<file path="config.mk">
export PLATFORM = sky130hd
export DESIGN_NAME = vbs_record_deblocker
export DESIGN_NICKNAME = d
export VERILOG_FILES = /design/src/sv/vbs_pkg.sv /design/src/sv/vbs_cfg.sv /design/src/sv/vbs_step.sv /design/src/sv/vbs_record_deblocker.sv
export SDC_FILE = /design/constraint.sdc
export NUM_CORES = 1
export LEC_CHECK = 0
export BUFFER_PORTS_ARGS = -buffer_cell sky130_fd_sc_hd__buf_2
export CORE_UTILIZATION = 40
export CTS_BUF_LIST = sky130_fd_sc_hd__clkbuf_4 sky130_fd_sc_hd__clkbuf_8
export DETAILED_ROUTE_END_ITERATION = 16
export GPL_ROUTABILITY_DRIVEN = 1
export HOLD_SLACK_MARGIN = 0.12
export SYNTH_ARGS = -nofsm -noshare
export SYNTH_HDL_FRONTEND = slang
export SYNTH_SLANG_ARGS = --single-unit
</file>
<file path="constraint.sdc">
create_clock -name i_clk -period 8.15 [get_ports i_clk]
set_input_delay 0.815 -clock i_clk [delete_from_list [all_inputs] [get_ports i_clk]]
set_output_delay 0.815 -clock i_clk [all_outputs]
set_load 0.02 [all_outputs]
</file>
<file path="src/sv/vbs_pkg.sv">
// ----------------------------------------------------------------------------
// vbs_pkg: shared types and constants for the VBS record deblocker
// Stream phases, result codes, segment codes, register map and reset values.
// ----------------------------------------------------------------------------
package vbs_pkg;

    localparam int COUNT_BITS_DEF = 24;
    localparam int REC_LEN_W      = 24;
    localparam int WORD_W         = 32;
    localparam int POS_W          = 13;
    localparam int CFG_IDX_W      = 2;
    localparam int CFG_DATA_W     = 16;

    localparam logic [15:0] MAX_REC_RST   = 16'd4096;
    localparam logic [12:0] BLK_WORDS_RST = 13'd5869;
    localparam logic [14:0] MAX_BLK_RST   = 15'd23476;

    // segment descriptor codes (lower half of descriptor)
    localparam logic [15:0] SEG_ONLY  = 16'h0000;
    localparam logic [15:0] SEG_FIRST = 16'h0100;
    localparam logic [15:0] SEG_LAST  = 16'h0200;

    localparam logic [12:0] SEG_LEFT_MAX = 13'h1FFF;

    typedef enum logic [CFG_IDX_W-1:0] {
        CFG_MAX_REC   = 2'd0,
        CFG_BLK_WORDS = 2'd1,
        CFG_MAX_BLK   = 2'd2
    } t_cfg_idx;

    typedef enum logic [1:0] {
        KIND_PAYLOAD = 2'd0,
        KIND_REC_END = 2'd1,
        KIND_EOD     = 2'd2,
        KIND_BLK_ERR = 2'd3
    } t_kind;

    typedef enum logic [1:0] {
        PH_BDW  = 2'd0,
        PH_SDW  = 2'd1,
        PH_PAY  = 2'd2,
        PH_SKIP = 2'd3
    } t_phase;

    typedef struct packed {
        logic [15:0] max_rec;
        logic [12:0] blk_words;
        logic [14:0] max_blk;
    } t_cfg;

    typedef struct packed {
        t_phase           phase;
        logic [POS_W-1:0] bpos;
        logic [POS_W-1:0] seg_left;
        logic             seg_ends;
        logic             skip_hdr;
    } t_seg_state;

    typedef struct packed {
        t_kind                kind;
        logic [WORD_W-1:0]    data_word;
        logic [15:0]          word_index;
        logic                 last_of_record;
        logic [REC_LEN_W-1:0] record_length;
        logic                 truncated;
    } t_result;

endpackage

</file>
<file path="src/sv/vbs_cfg.sv">
// ----------------------------------------------------------------------------
// vbs_cfg: configuration register file
// Three write-only registers, written by index.
// ----------------------------------------------------------------------------
module vbs_cfg (
    input  logic                                i_clk,
    input  logic                                i_rst_n,
    input  logic                                i_cfg_we,
    input  logic [vbs_pkg::CFG_IDX_W-1:0]       i_cfg_index,
    input  logic [vbs_pkg::CFG_DATA_W-1:0]      i_cfg_data,
    output vbs_pkg::t_cfg                       o_cfg
);
    import vbs_pkg::*;

    t_cfg r_cfg;

    always_ff @(posedge i_clk) begin
        if (!i_rst_n) begin
            r_cfg.max_rec   <= MAX_REC_RST;
            r_cfg.blk_words <= BLK_WORDS_RST;
            r_cfg.max_blk   <= MAX_BLK_RST;
        end else if (i_cfg_we) begin
            case (i_cfg_index)
                CFG_MAX_REC:   r_cfg.max_rec   <= i_cfg_data;
                CFG_BLK_WORDS: r_cfg.blk_words <= i_cfg_data[12:0];
                CFG_MAX_BLK:   r_cfg.max_blk   <= i_cfg_data[14:0];
                default: begin
                end
            endcase
        end
    end

    assign o_cfg = r_cfg;

endmodule

</file>
<file path="src/sv/vbs_step.sv">
// ----------------------------------------------------------------------------
// vbs_step: per-word deblocking logic
// Next stream state, record counters and the result for one stream word.
// ----------------------------------------------------------------------------
module vbs_step #(
    parameter int CNT_W = vbs_pkg::COUNT_BITS_DEF
) (
    input  vbs_pkg::t_cfg                   i_cfg,
    input  vbs_pkg::t_seg_state             i_st,
    input  logic [CNT_W-1:0]                i_cnt,
    input  logic                            i_trunc,
    input  logic                            i_mode,
    input  logic [vbs_pkg::WORD_W-1:0]      i_word,
    output vbs_pkg::t_seg_state             o_st,
    output logic [CNT_W-1:0]                o_cnt,
    output logic                            o_trunc,
    output logic                            o_res_valid,
    output vbs_pkg::t_result                o_res
);
    import vbs_pkg::*;

    localparam logic [CNT_W-1:0] CNT_MAX = {CNT_W{1'b1}};

    logic [15:0]      len;
    logic [15:0]      code;
    logic             first;
    logic             ends;
    logic [15:0]      hdr;
    logic [15:0]      diff;
    logic [POS_W-1:0] pay;
    logic [CNT_W-1:0] cnt_inc;
    logic [POS_W-1:0] left_dec;
    logic             fin;
    logic             last;
    logic             in_limit;
    logic [POS_W-1:0] bp_next;

    assign len   = i_word[31:16];
    assign code  = i_word[15:0];
    assign first = (code == SEG_ONLY) || (code == SEG_FIRST);
    assign ends  = (code == SEG_ONLY) || (code == SEG_LAST);
    assign hdr   = first ? 16'd8 : 16'd4;
    assign diff  = (len >= hdr) ? (len - hdr) : 16'd0;
    // payload words, clamped to the segment counter range
    assign pay   = (diff[15:2] > 14'(SEG_LEFT_MAX)) ? SEG_LEFT_MAX : diff[14:2];

    assign cnt_inc  = (i_cnt != CNT_MAX) ? (i_cnt + 1'b1) : i_cnt;
    assign left_dec = (i_st.seg_left != '0) ? (i_st.seg_left - 1'b1) : i_st.seg_left;
    assign fin      = (left_dec == '0);
    assign last     = fin && i_st.seg_ends;
    assign in_limit = (32'(i_cnt) < 32'(i_cfg.max_rec));
    assign bp_next  = i_st.bpos + 1'b1;

    always_comb begin
        o_st        = i_st;
        o_cnt       = i_cnt;
        o_trunc     = i_trunc;
        o_res_valid = 1'b0;
        o_res       = '0;
        o_res.record_length = REC_LEN_W'(i_cnt);
        o_res.truncated     = i_trunc;

        if (i_mode) begin
            // end of data: report partial record, clear stream state
            o_res_valid = 1'b1;
            o_res.kind  = KIND_EOD;
            o_st        = '0;
            o_st.phase  = PH_BDW;
            o_cnt       = '0;
            o_trunc     = 1'b0;
        end else begin
            case (i_st.phase)
                PH_BDW: begin
                    if (len > {1'b0, i_cfg.max_blk}) begin
                        o_res_valid          = 1'b1;
                        o_res.kind           = KIND_BLK_ERR;
                        o_res.last_of_record = 1'b1;
                        o_cnt                = '0;
                        o_trunc              = 1'b0;
                        o_st.phase           = PH_SKIP;
                    end else begin
                        o_st.phase = PH_SDW;
                    end
                end
                PH_SDW: begin
                    o_st.seg_left = pay;
                    o_st.seg_ends = ends;
                    o_st.skip_hdr = first;
                    if (first || pay != '0) begin
                        o_st.phase = PH_PAY;
                    end else if (ends) begin
                        o_res_valid          = 1'b1;
                        o_res.kind           = KIND_REC_END;
                        o_res.last_of_record = 1'b1;
                        o_cnt                = '0;
                        o_trunc              = 1'b0;
                    end
                end
                PH_PAY: begin
                    if (i_st.skip_hdr) begin
                        o_st.skip_hdr = 1'b0;
                        if (i_st.seg_left == '0) begin
                            o_st.phase = PH_SDW;
                            if (i_st.seg_ends) begin
                                o_res_valid          = 1'b1;
                                o_res.kind           = KIND_REC_END;
                                o_res.last_of_record = 1'b1;
                                o_cnt                = '0;
                                o_trunc              = 1'b0;
                            end
                        end
                    end else begin
                        o_cnt               = cnt_inc;
                        o_st.seg_left       = left_dec;
                        o_res.record_length = REC_LEN_W'(cnt_inc);
                        if (in_limit) begin
                            o_res_valid          = 1'b1;
                            o_res.kind           = KIND_PAYLOAD;
                            o_res.data_word      = i_word;
                            o_res.word_index     = i_cnt[15:0];
                            o_res.last_of_record = last;
                        end else begin
                            // word past the limit: counted, not emitted
                            o_trunc         = 1'b1;
                            o_res.truncated = 1'b1;
                            if (last) begin
                                o_res_valid          = 1'b1;
                                o_res.kind           = KIND_REC_END;
                                o_res.last_of_record = 1'b1;
                            end
                        end
                        if (fin) begin
                            o_st.phase = PH_SDW;
                            if (last) begin
                                o_cnt   = '0;
                                o_trunc = 1'b0;
                            end
                        end
                    end
                end
                default: begin
                end
            endcase

            o_st.bpos = bp_next;
            if (bp_next >= i_cfg.blk_words) begin
                o_st.bpos     = '0;
                o_st.phase    = PH_BDW;
                o_st.seg_left = '0;
                o_st.skip_hdr = 1'b0;
                o_st.seg_ends = 1'b0;
            end
        end
    end

endmodule

</file>
<file path="src/sv/vbs_record_deblocker.sv">
// ----------------------------------------------------------------------------
// vbs_record_deblocker: VBS block stream to record word deblocker
// Walks block and segment descriptors and emits payload words with their
// position in the record, record ends, block size errors and end of data.
//
//   channel | valid       | ready       | payload
//   --------+-------------+-------------+------------------------------------
//   input   | i_in_valid  | o_in_ready  | i_mode, i_word
//   output  | o_out_valid | i_out_ready | o_kind .. o_truncated
//   config  | i_cfg_we    | (none)      | i_cfg_index, i_cfg_data
//
// One word per cycle while the output is not stalled; a word passes the input
// register, then the result register. A word with no result leaves the output
// untouched. Synchronous active-low reset clears stream state and loads
// register defaults. A stalled output holds the word in the input register and
// then drops o_in_ready.
// ----------------------------------------------------------------------------
module vbs_record_deblocker #(
    parameter int COUNT_BITS = vbs_pkg::COUNT_BITS_DEF
) (
    input  logic                                i_clk,
    input  logic                                i_rst_n,
    input  logic                                i_in_valid,
    output logic                                o_in_ready,
    input  logic                                i_mode,
    input  logic [vbs_pkg::WORD_W-1:0]          i_word,
    output logic                                o_out_valid,
    input  logic                                i_out_ready,
    output logic [1:0]                          o_kind,
    output logic [vbs_pkg::WORD_W-1:0]          o_data_word,
    output logic [15:0]                         o_word_index,
    output logic                                o_last_of_record,
    output logic [vbs_pkg::REC_LEN_W-1:0]       o_record_length,
    output logic                                o_truncated,
    input  logic                                i_cfg_we,
    input  logic [vbs_pkg::CFG_IDX_W-1:0]       i_cfg_index,
    input  logic [vbs_pkg::CFG_DATA_W-1:0]      i_cfg_data
);
    import vbs_pkg::*;

    localparam int CNT_W = (COUNT_BITS < REC_LEN_W) ? COUNT_BITS : REC_LEN_W;

    t_cfg              w_cfg;
    logic              r_in_valid;
    logic              r_mode;
    logic [WORD_W-1:0] r_word;
    t_seg_state        r_st;
    t_seg_state        n_st;
    logic [CNT_W-1:0]  r_cnt;
    logic [CNT_W-1:0]  n_cnt;
    logic              r_trunc;
    logic              n_trunc;
    logic              w_res_valid;
    t_result           w_res;
    logic              r_out_valid;
    t_result           r_res;
    logic              w_advance;

    vbs_cfg u_cfg (
        .i_clk       (i_clk),
        .i_rst_n     (i_rst_n),
        .i_cfg_we    (i_cfg_we),
        .i_cfg_index (i_cfg_index),
        .i_cfg_data  (i_cfg_data),
        .o_cfg       (w_cfg)
    );

    vbs_step #(
        .CNT_W (CNT_W)
    ) u_step (
        .i_cfg       (w_cfg),
        .i_st        (r_st),
        .i_cnt       (r_cnt),
        .i_trunc     (r_trunc),
        .i_mode      (r_mode),
        .i_word      (r_word),
        .o_st        (n_st),
        .o_cnt       (n_cnt),
        .o_trunc     (n_trunc),
        .o_res_valid (w_res_valid),
        .o_res       (w_res)
    );

    // held word moves on when the result register is free or being drained
    assign w_advance  = r_in_valid && (!r_out_valid || i_out_ready);
    assign o_in_ready = !r_in_valid || w_advance;

    always_ff @(posedge i_clk) begin
        if (!i_rst_n) begin
            r_in_valid <= 1'b0;
        end else if (o_in_ready) begin
            r_in_valid <= i_in_valid;
        end
    end

    always_ff @(posedge i_clk) begin
        if (i_in_valid && o_in_ready) begin
            r_mode <= i_mode;
            r_word <= i_word;
        end
    end

    // all-zero state is the block descriptor phase
    always_ff @(posedge i_clk) begin
        if (!i_rst_n) begin
            r_st       <= '0;
            r_cnt      <= '0;
            r_trunc    <= 1'b0;
        end else if (w_advance) begin
            r_st    <= n_st;
            r_cnt   <= n_cnt;
            r_trunc <= n_trunc;
        end
    end

    always_ff @(posedge i_clk) begin
        if (!i_rst_n) begin
            r_out_valid <= 1'b0;
        end else if (w_advance) begin
            r_out_valid <= w_res_valid;
        end else if (i_out_ready) begin
            r_out_valid <= 1'b0;
        end
    end

    always_ff @(posedge i_clk) begin
        if (w_advance && w_res_valid) begin
            r_res <= w_res;
        end
    end

    assign o_out_valid      = r_out_valid;
    assign o_kind           = r_res.kind;
    assign o_data_word      = r_res.data_word;
    assign o_word_index     = r_res.word_index;
    assign o_last_of_record = r_res.last_of_record;
    assign o_record_length  = r_res.record_length;
    assign o_truncated      = r_res.truncated;

`ifndef SYNTHESIS
    a_eod_clears: assert property (@(posedge i_clk) disable iff (!i_rst_n)
        w_advance && r_mode |=> r_st.phase == PH_BDW && r_st.bpos == '0 && r_cnt == '0)
        else $error("end of data did not clear stream state");

    a_close_clears: assert property (@(posedge i_clk) disable iff (!i_rst_n)
        w_advance && w_res_valid && w_res.last_of_record |=> r_cnt == '0 && !r_trunc)
        else $error("record count survived record close");

    a_skip_in_pay: assert property (@(posedge i_clk) disable iff (!i_rst_n)
        r_st.skip_hdr |-> r_st.phase == PH_PAY)
        else $error("header skip pending outside payload phase");
`endif

endmodule

</file>
# Yosys cells after proc, flatten, opt, wreduce, memory -nomap -nowiden
# Cells that the tools add are included.
[op_classes]
n_addsub = 4
muxes = 65
n_reduce_logical = 32
eq_ne = 16
magnitude_cmp = 5
bitwise_logic = 2
[op_table]
columns = ["op", "count"]
rows = [
  ["two-way mux 24 bit", 10],
  ["two-way mux 25 bit", 3],
  ["one-hot mux 24 bit (3 select lines)", 1],
  ["two-way mux 30 bit", 2],
  ["two-way mux 13 bit", 3],
  ["two-way mux 1 bit", 27],
  ["logical NOT 13 bit", 2],
  ["one-hot mux 13 bit (2 select lines)", 1],
  ["nonzero test 13 bit", 2],
  ["adder 24 x 1 -> 24 bit, second input constant", 1],
  ["< comparator 24 x 16 -> 1 bit", 1],
  ["inequality test 24 bit, second input constant", 1],
  ["two-way mux 2 bit", 10],
  ["== test 16 x 10 -> 1 bit, second input constant", 1],
  ["== test 16 x 9 -> 1 bit, second input constant", 1],
  [">= comparator 16 bit", 1],
  ["greater-than comparator 16 x 15 -> 1 bit", 1],
  ["logical NOT 16 bit", 1],
  ["two-way mux 16 bit", 1],
  ["subtractor 16 bit", 1],
  ["greater-than comparator 14 x 13 -> 1 bit, second input constant", 1],
  ["adder 13 x 1 -> 13 bit, second input constant", 1],
  [">= comparator 13 bit", 1],
  ["subtractor 13 x 1 -> 13 bit, second input constant", 1],
  ["other kinds (26)", 49],
]
[word_totals]
output_inout_bits = 78
word_cells = 144
ff_bits = 210
in_bits = 56

# Depth between registers and ports, before layout
# Gate-level depths: netlist of run 1.
[depth]
word_depth = 13
ltp_mapped = 18
depth_no_buf = 16

# By module
# From an unflattened synthesis of run 1, not the netlist that was laid out.
[hier_totals]
hier_cells = 1288
area_unflattened_um2 = 12031.5
[by_module_without_submodules]
columns = ["module", "area_each_um2", "seq_area_each_um2", "instances", "cells_per_inst"]
rows = [
  ["vbs_record_deblocker", 5621.6, 4414.2, 1, 359],
  ["vbs_step", 4625.7, 0.0, 1, 748],
  ["vbs_cfg", 1784.2, 880.8, 1, 181],
]

# Worst setup path after synthesis of run 1
# No wires, ideal clock.
[synth_timing]
path_kind = "reg-to-reg"
from = "register r_word[4]"
to = "register r_res (netlist bit o_data_word[0]), enable pin"
path_slack_ns = 1.059
arrival_time_ns = 6.578
t_required_ns = 7.636
setup_time_ns = 0.514
synth_period_minus_slack_ns = 7.091
path_buffers = 1
stages_incl_launch_ff = 13
path_cell_list = "edfxtp_1 > nor4_1 > nand4_1 > ha_1 > or3_1 > clkbuf_1 > nor4_1 > nand4b_1 > a2111oi_0 > o211a_1 > a311o_1 > nor2_1 > o31ai_2"
[synth_via]
elab_chain_len = 13
word_cells_on_any_way = 18
classes_between = "1 x add/sub; 2 x order compare; 2 x eq/ne; 7 x mux; 6 x reduce/logical"
[synth_lines]
columns = ["item", "line", "source"]
rows = [
  ["start: declaration", "vbs_record_deblocker.sv:46", "logic [WORD_W-1:0] r_word;"],
  ["start signal: assignment", "vbs_record_deblocker.sv:99", "r_word <= i_word;"],
  ["== test 16 x 9 -> 1 bit / logical NOT 16 bit (equally long branches)", "vbs_step.sv:40, vbs_step.sv:41", ""],
  ["logical OR 1 bit", "vbs_step.sv:40", "assign first = (code == SEG_ONLY) || (code == SEG_FIRST);"],
  ["two-way mux 4 bit", "vbs_step.sv:42", "assign hdr = first ? 16'd8 : 16'd4;"],
  ["subtractor 16 bit / >= comparator 16 bit (equally long branches)", "vbs_step.sv:43", "assign diff = (len >= hdr) ? (len - hdr) : 16'd0;"],
  ["two-way mux 16 bit", "vbs_step.sv:43", ""],
  ["greater-than comparator 14 x 13 -> 1 bit", "vbs_step.sv:45", "assign pay = (diff[15:2] > 14'(SEG_LEFT_MAX)) ? SEG_LEFT_MAX : diff[14:2];"],
  ["two-way mux 13 bit", "vbs_step.sv:45", ""],
  ["nonzero test 13 bit", "vbs_step.sv:89", "if (first || pay != '0) begin"],
  ["logical OR 1 bit", "vbs_step.sv:89", ""],
  ["two-way mux 1 bit (*)", "vbs_step.sv:89", ""],
  ["one-hot mux 1 bit (3 select lines) (*)", "vbs_step.sv:72", "case (i_st.phase)"],
  ["two-way mux 1 bit (*)", "vbs_step.sv:63", "if (i_mode) begin"],
  ["logical AND 1 bit (*)", "vbs_record_deblocker.sv:127", "if (w_advance && w_res_valid) begin"],
  ["end signal: assignment", "vbs_record_deblocker.sv:128", "r_res <= w_res;"],
  ["end: declaration", "vbs_record_deblocker.sv:56", "t_result r_res;"],
]
# Every way passes the cells marked *; elsewhere a longest branch is shown, timed or not.
# A chain may end at the register's enable or synchronous reset.

# Worst setup path after layout of run 1
[layout_timing]
from = "register r_word[1]"
to = "register r_res (netlist bit o_record_length[13]), enable pin"
# Same word-level chain as after synthesis.

==> metrics, run 1 <==
Critical Path RT 8.29 ns; Initial Utilization approximately two fifths; drt total wl 28400 um; Port Buffers 133; CTS buffer count 37; Syn Area/Cell 9.58 um^2; Synth top area share 29.6%; Synth Area in Adders 6.01%; Worst Setup Start Kind flip-flop; Clock Latency Late Sink 0.53 ns; setup bufs post-CTS 0; post_cts resized 0; Hold WS between 0.4 and 0.5 ns; IO Pins 134; initial antenna violation count 0; skew final around 0.016 ns; Yosys warning total 0; largest area contributor in the netlist edfxtp_1; Area Growth Syn to Fin 15.1%; XOR/XNOR Fraction of Synth Area 3.57%; gr ovfl total 0; 1st-pass router iterations 5; number of synthesized flops with an enable pin 109; Final ANT Viol Nets 0; Tcrit/Tclk final 67.0%; slew margin rel. 32.0%; DP HPWL 20400 um; synthesized-area fraction occupied by ao, oa, aoi and oai cells 15.7%; vias per cell 5.44; first-pass GRT wire length 45000 um; Final GP Congestion 0.869; vias 8900; chip height 168 um; largest family of logic cells by synthesized area simple AND/OR/NAND/NOR gates; clock sink total 210; Max Slew Vio Count 0; Max Fclk 183 MHz; critical-path maximum fanout 76; antenna cells 0; layout cell share with drive strength beyond 1 18.9%; WHS Endpoint u_cfg.o_cfg[32]$_SDFFE_PN0P_; status completed; Final setup violation count 0; Seq cells post-synth 210; die width 168 um; register area share after synthesis between 40% and 50%; Reg clk slew, reported paths roughly 0.06 ns; vias in the first global route 8517; drt wl/cell 17.4 um; nets 1376; Peak VDD IR around 84 uV; Post-Syn Nets 1261; dominant synthesized flop cell edfxtp_1; CTS tree built; Max-Cap Viols 0; Max H-tree Level 2; final hold violations 0; asr flop ratio synth 0%; Leak 0.00489 uW; measured slew at the worst slew-check pin 0.995 ns; Post-Syn Area roughly 11000 um^2; overall fraction of global-route tracks in use about a fifth; final core occ 47.0%; Hold/Removal Path Class reg2reg; die area 28300 um^2; CP Class reg2reg; CTS Buffer Depth 3; worst flop-to-flop path startpoint r_word[1]$_DFFE_PP_; reg2reg end o_record_length[13]$_DFFE_PP_; Worst Hold Depth 2; fillers 2613; Pwr per Cell Area about 200 nW/um^2; Core Rows 60; cell area after layout 12700 um^2; reg2reg setup slack 2.69 ns; mux contribution to synthesized area 0.283%; core box area about 27000 um^2; top cells by area, synth edfxtp_1 30%, dfxtp_1 18%, ha_1 6.0%; pin count of the biggest net entering global routing a little under 80; hold buffers post-CTS 0; DR iter-0 viols 583; worst reg-to-reg path cell count 12; root buf cell clkbuf_8; crit path DAT 5.61 ns; Critical Path Sink Type flip-flop; fin crit period about 5.5 ns; final total negative setup slack 0 ns; DRC 0; HP Start u_cfg.o_cfg[32]$_SDFFE_PN0P_; RSZ-0062 raised after global routing false; Syn Inst Count 1152; Area after DPL 11900 um^2; Distinct cells, synth 74; Post-Synth Simple-Gate Area 21.7%
sequential cells by signal, summed over array words and instances, names as in the netlist:
name and cells:
o_out_valid 1, r_cnt 24, r_mode 1, r_trunc 1
u_cfg.o_cfg 44, o_last_of_record 1, r_in_valid 1, o_record_length 24
o_truncated 1, o_kind 2, r_st 30, o_word_index 16
o_data_word 32, r_word 32
routing by layer:
layer  up-vias  global-route usage (%)  part of all wire [%]
li1       4405                       -                     -
met1      4190                    25.8                    45
met2       247                    33.6                    47
met3        58                    3.50                   4.9
met4         0                    6.84                   2.5
met5         -                       0                     0
how the worst max path moves through the flow:
stage                              from                             to  slack (ns)  depth (start not counted)
floorplan           r_word[4]$_DFFE_PP_   o_data_word[0]$_SDFFCE_PP0P_        1.06                         12
global placement    r_word[1]$_DFFE_PP_  o_word_index[7]$_SDFFCE_PP0P_        2.87                         12
detailed placement  r_word[1]$_DFFE_PP_   o_record_length[4]$_DFFE_PP_        2.69                         12
CTS                 r_word[1]$_DFFE_PP_   o_record_length[2]$_DFFE_PP_        2.64                         12
global route        r_word[1]$_DFFE_PP_   o_record_length[2]$_DFFE_PP_        2.15                         12
finish              r_word[1]$_DFFE_PP_  o_record_length[13]$_DFFE_PP_        2.69                         12
cell usage in the layout (no fill, tap or decap), drive strengths merged, types with 8 or more instances in the layout:
master  count
a211oi     10
a21oi      73
a22oi      12
and2       47
and3       10
buf       143
clkbuf     56
clkinv      8
dfxtp     101
edfxtp    109
ha         53
inv        63
nand2     144
nand2b     12
nand3      34
nand3b     13
nand4      22
nor2       69
nor2b       8
nor3       40
nor3b      11
nor4       14
o211ai     24
o21ai      61
o31ai      22
o41ai      11
or3         8
or4         9
xnor2      19
xor2       26
layout make-up:
type	instances	area [um^2]	share of cell area, %
flip-flops and latches	210	5300	41.7
clock buffers	56	683	5.37
multi-input cells	813	5230	41.1
repair buffers	143	741	5.83
well taps	341	427	3.36
inverters	62	233	1.83
clock inverters	11	103	0.807
Yosys cell counts (all sizes together) (15+ instances only):
| master | instances |
|---|---|
| nand2 | 144 |
| and2 | 47 |
| xor2 | 26 |
| xnor2 | 19 |
| ha | 53 |
| clkbuf | 52 |
| o31ai | 22 |
| edfxtp | 109 |
| nor3 | 40 |
| nand3 | 34 |
| a21oi | 73 |
| buf | 15 |
| inv | 62 |
| o21ai | 61 |
| nand4 | 22 |
| nor2 | 69 |
| o211ai | 24 |
| dfxtp | 101 |
critical path: stages, from the launching register on:
cell and delay [ns]:
edfxtp_1 0.39, nor4_1 0.56, nand4_1 0.37, ha_1 0.34
or3_1 0.45, nor4_1 0.49, nand4b_1 0.19, a2111oi_0 0.66
o211a_1 0.30, a311o_1 0.23, nor2_1 0.10, o31ai_4 0.16
buf_4 0.75
per-stage QoR:
step	std cells	setup WS, ns	power, uW
after detailed placement	1569	2.69	1530
after CTS	1636	2.64	2580
after global routing	1636	2.15	2660
after floorplan	1152	1.06	1430
final	1636	2.69	2550
after global placement	1569	2.87	1530
power breakdown:
part / switching (uW) / internal (uW) / leakage [uW]
logic: 205 / 104 / 0.00264
clock network: 434 / 600 / 0.000419
registers: 31.6 / 1170 / 0.00184
logic make-up (layout without fill, tap and decap cells):
group | Yosys count | in the layout
buffers and inverters | 129 | 272
muxes | 3 | 3
DFF | 210 | 210
and+or+nand+nor | 459 | 459
xor gates and xnor gates | 45 | 45
adders and majority gates | 53 | 53
AOI/OAI and AO/OA | 253 | 253
No activity file was read; power rests on OpenSTA's default activity.
==> run 2: changes to the inputs <==
==> constraint.sdc (replaced) <==
create_clock -name i_clk -period 5.47 [get_ports i_clk]
set_input_delay 0.547 -clock i_clk [delete_from_list [all_inputs] [get_ports i_clk]]
set_output_delay 0.547 -clock i_clk [all_outputs]
set_load 0.02 [all_outputs]
==> run 2 against run 1 <==
Effect of this change:
- clock-buffer cell count decreased by 3
- via count increased by 1.3%
- maximum frequency grew 16%
- die area stayed put
- final cell count increased by 0.55%
- setup slack lost 1.9 ns
- sequential power grew 49%
- sequential share of layout area fell by 0.34 points
- clock power is 52% higher
- hold slack got worse by 0.28 ns
- register-to-register slack worse by 1.9 ns
- combinational power grew 52%
- largest cell class unchanged
- largest power group unchanged
==> metrics, run 2 (synthesized netlist as in run 1, its figures left out) <==
setup bufs post-CTS 0 (unchanged); most frequent cells in the layout 144 x nand2_1, 133 x buf_2, 109 x edfxtp_1, 101 x dfxtp_1, 71 x a21oi_1; measured slew at the worst slew-check pin 1.02 ns (+0.0276 ns); antenna cells 0 (unchanged); DRC 0 (unchanged); Max Fclk 213 MHz (+16%); RSZ-0062 raised after global routing false; Max-Cap Viols 0 (unchanged); die area 28300 um^2 (unchanged); vias 9015 (+1.3%); initial antenna violation count 0 (unchanged); overall fraction of global-route tracks in use 20.3% (+0.31 points); Max H-tree Level 2 (unchanged); drt wl/cell 17.6 um (+1.1%); vias per cell 5.48 (+0.74%); first-pass GRT wire length 45400 um (+0.92%); nets 1384 (+0.58%); Leak 0.00492 uW (+0.61%); die width 168 um (unchanged); skew final 0.0335 ns (+0.0175 ns); Port Buffers 133 (unchanged); root buf cell clkbuf_8; IO Pins 134 (unchanged); Clock Latency Late Sink 0.55 ns (+0.02 ns); DP HPWL 20800 um (+1.8%); core box area 27000 um^2 (unchanged); commonest non-fill, non-tap cell in the layout nand2_1; 1st-pass router iterations 5 (unchanged); post_cts resized 0 (unchanged); Core Rows 60 (unchanged); Critical Path RT 5.66 ns (-2.63 ns); Max Slew Vio Count 0 (unchanged); chip height 168 um (unchanged); Area Growth Syn to Fin 16.1%; pin count of the biggest net entering global routing 77 (unchanged); crit path DAT 4.89 ns (-0.72 ns); Pwr per Cell Area 299 nW/um^2 (+49%); Worst Setup Start Kind flip-flop; fin crit period 4.70 ns (-0.764 ns); hold buffers post-CTS 0 (unchanged); CTS buffer count 39 (+5.4%); Post-Layout Cell Count 1645 (+0.55%); final total negative setup slack 0 ns (unchanged); vias in the first global route 8480 (-0.43%); gr ovfl total 0 (unchanged); critical-path maximum fanout 76 (unchanged); reg2reg setup slack 0.77 ns (-1.92 ns); placed cell count 1575 (+0.38%); status completed; Initial Utilization 40.9% (unchanged); CTS Buffer Depth 3 (unchanged); Final ANT Viol Nets 0 (unchanged); CTS tree built; CP Class reg2reg; drt total wl 28900 um (+1.7%); clock sink total 210 (unchanged); Final setup violation count 0 (unchanged); Critical Path Sink Type flip-flop; DR iter-0 viols 667 (+14%); Tcrit/Tclk final 85.9% (+19 points); Reg clk slew, reported paths 0.07 ns (about the same); final hold violations 0 (unchanged); max FFs per register 44 (unchanged); layout cell share with drive strength beyond 1 19.4% (+0.48 points); Hold/Removal Path Class in2reg; slew margin rel. 30.1% (-1.9 points); Peak VDD IR 121 uV (+45%); Final GP Congestion 0.907 (+4.4%)
==> run 2: report_power, final <==
group / internal [uW] / leakage, uW / switching (uW)
Clock: 895 / 0.000416 / 674
Combinational: 160 / 0.00267 / 307
Sequential: 1750 / 0.00184 / 48.8
Total: 2800 / 0.00492 / 1030
==> run 2: final cells by class <==
type                    instances  area [um^2]
fillers                      2653        14200
flip-flops and latches        210         5300
multi-input cells             813         5260
repair buffers                149          798
clock buffers                  53          673
well taps                     341          427
inverters                      62          233
clock inverters                17          134
==> run 2: worst paths after layout <==
path,from,end,depth (start not counted)
max reg2reg,r_word[1]$_DFFE_PP_,o_word_index[9]$_SDFFCE_PP0P_,13
min reg2reg,u_cfg.o_cfg[29]$_SDFFE_PN0P_,u_cfg.o_cfg[29]$_SDFFE_PN0P_,2
min,i_mode,r_mode$_DFFE_PP_,1
max,r_word[1]$_DFFE_PP_,o_word_index[9]$_SDFFCE_PP0P_,13
==> run 2: layer usage <==
layer	vias to the layer above	track usage, %	share of wire (%)
li1	4424	-	-
met1	4248	26.9	45
met2	284	33.1	47
met3	59	3.03	5.2
met4	0	8.34	2.9
met5	-	0	0
==> run 2: metrics by stage <==
stage	power, uW	area [um^2]	utilization (%)	setup WS (ns)	hold slack [ns]
finish	3830	12800	47.4	0.771	0.171
global route	3990	12800	47.4	0.433	0.159
CTS	3870	12800	47.4	0.776	0.146
detailed placement	2290	12000	44.4	0.806	0.448
global placement	2290	12000	44.4	0.946	0.444
floorplan	2130	11100	-	0.00812	0.432
==> run 2: worst max-delay path: stages, from the launching register on <==
cell      delay [ns]
edfxtp_1        0.39
nor4_2          0.42
nand4_1         0.35
xor2_1          0.24
ha_1            0.30
or3_1           0.36
nor3_1          0.41
nand2_1         0.34
a21oi_1         0.22
o211a_1         0.24
a311o_1         0.24
nor2_1          0.11
o31ai_4         0.29
buf_12          0.36
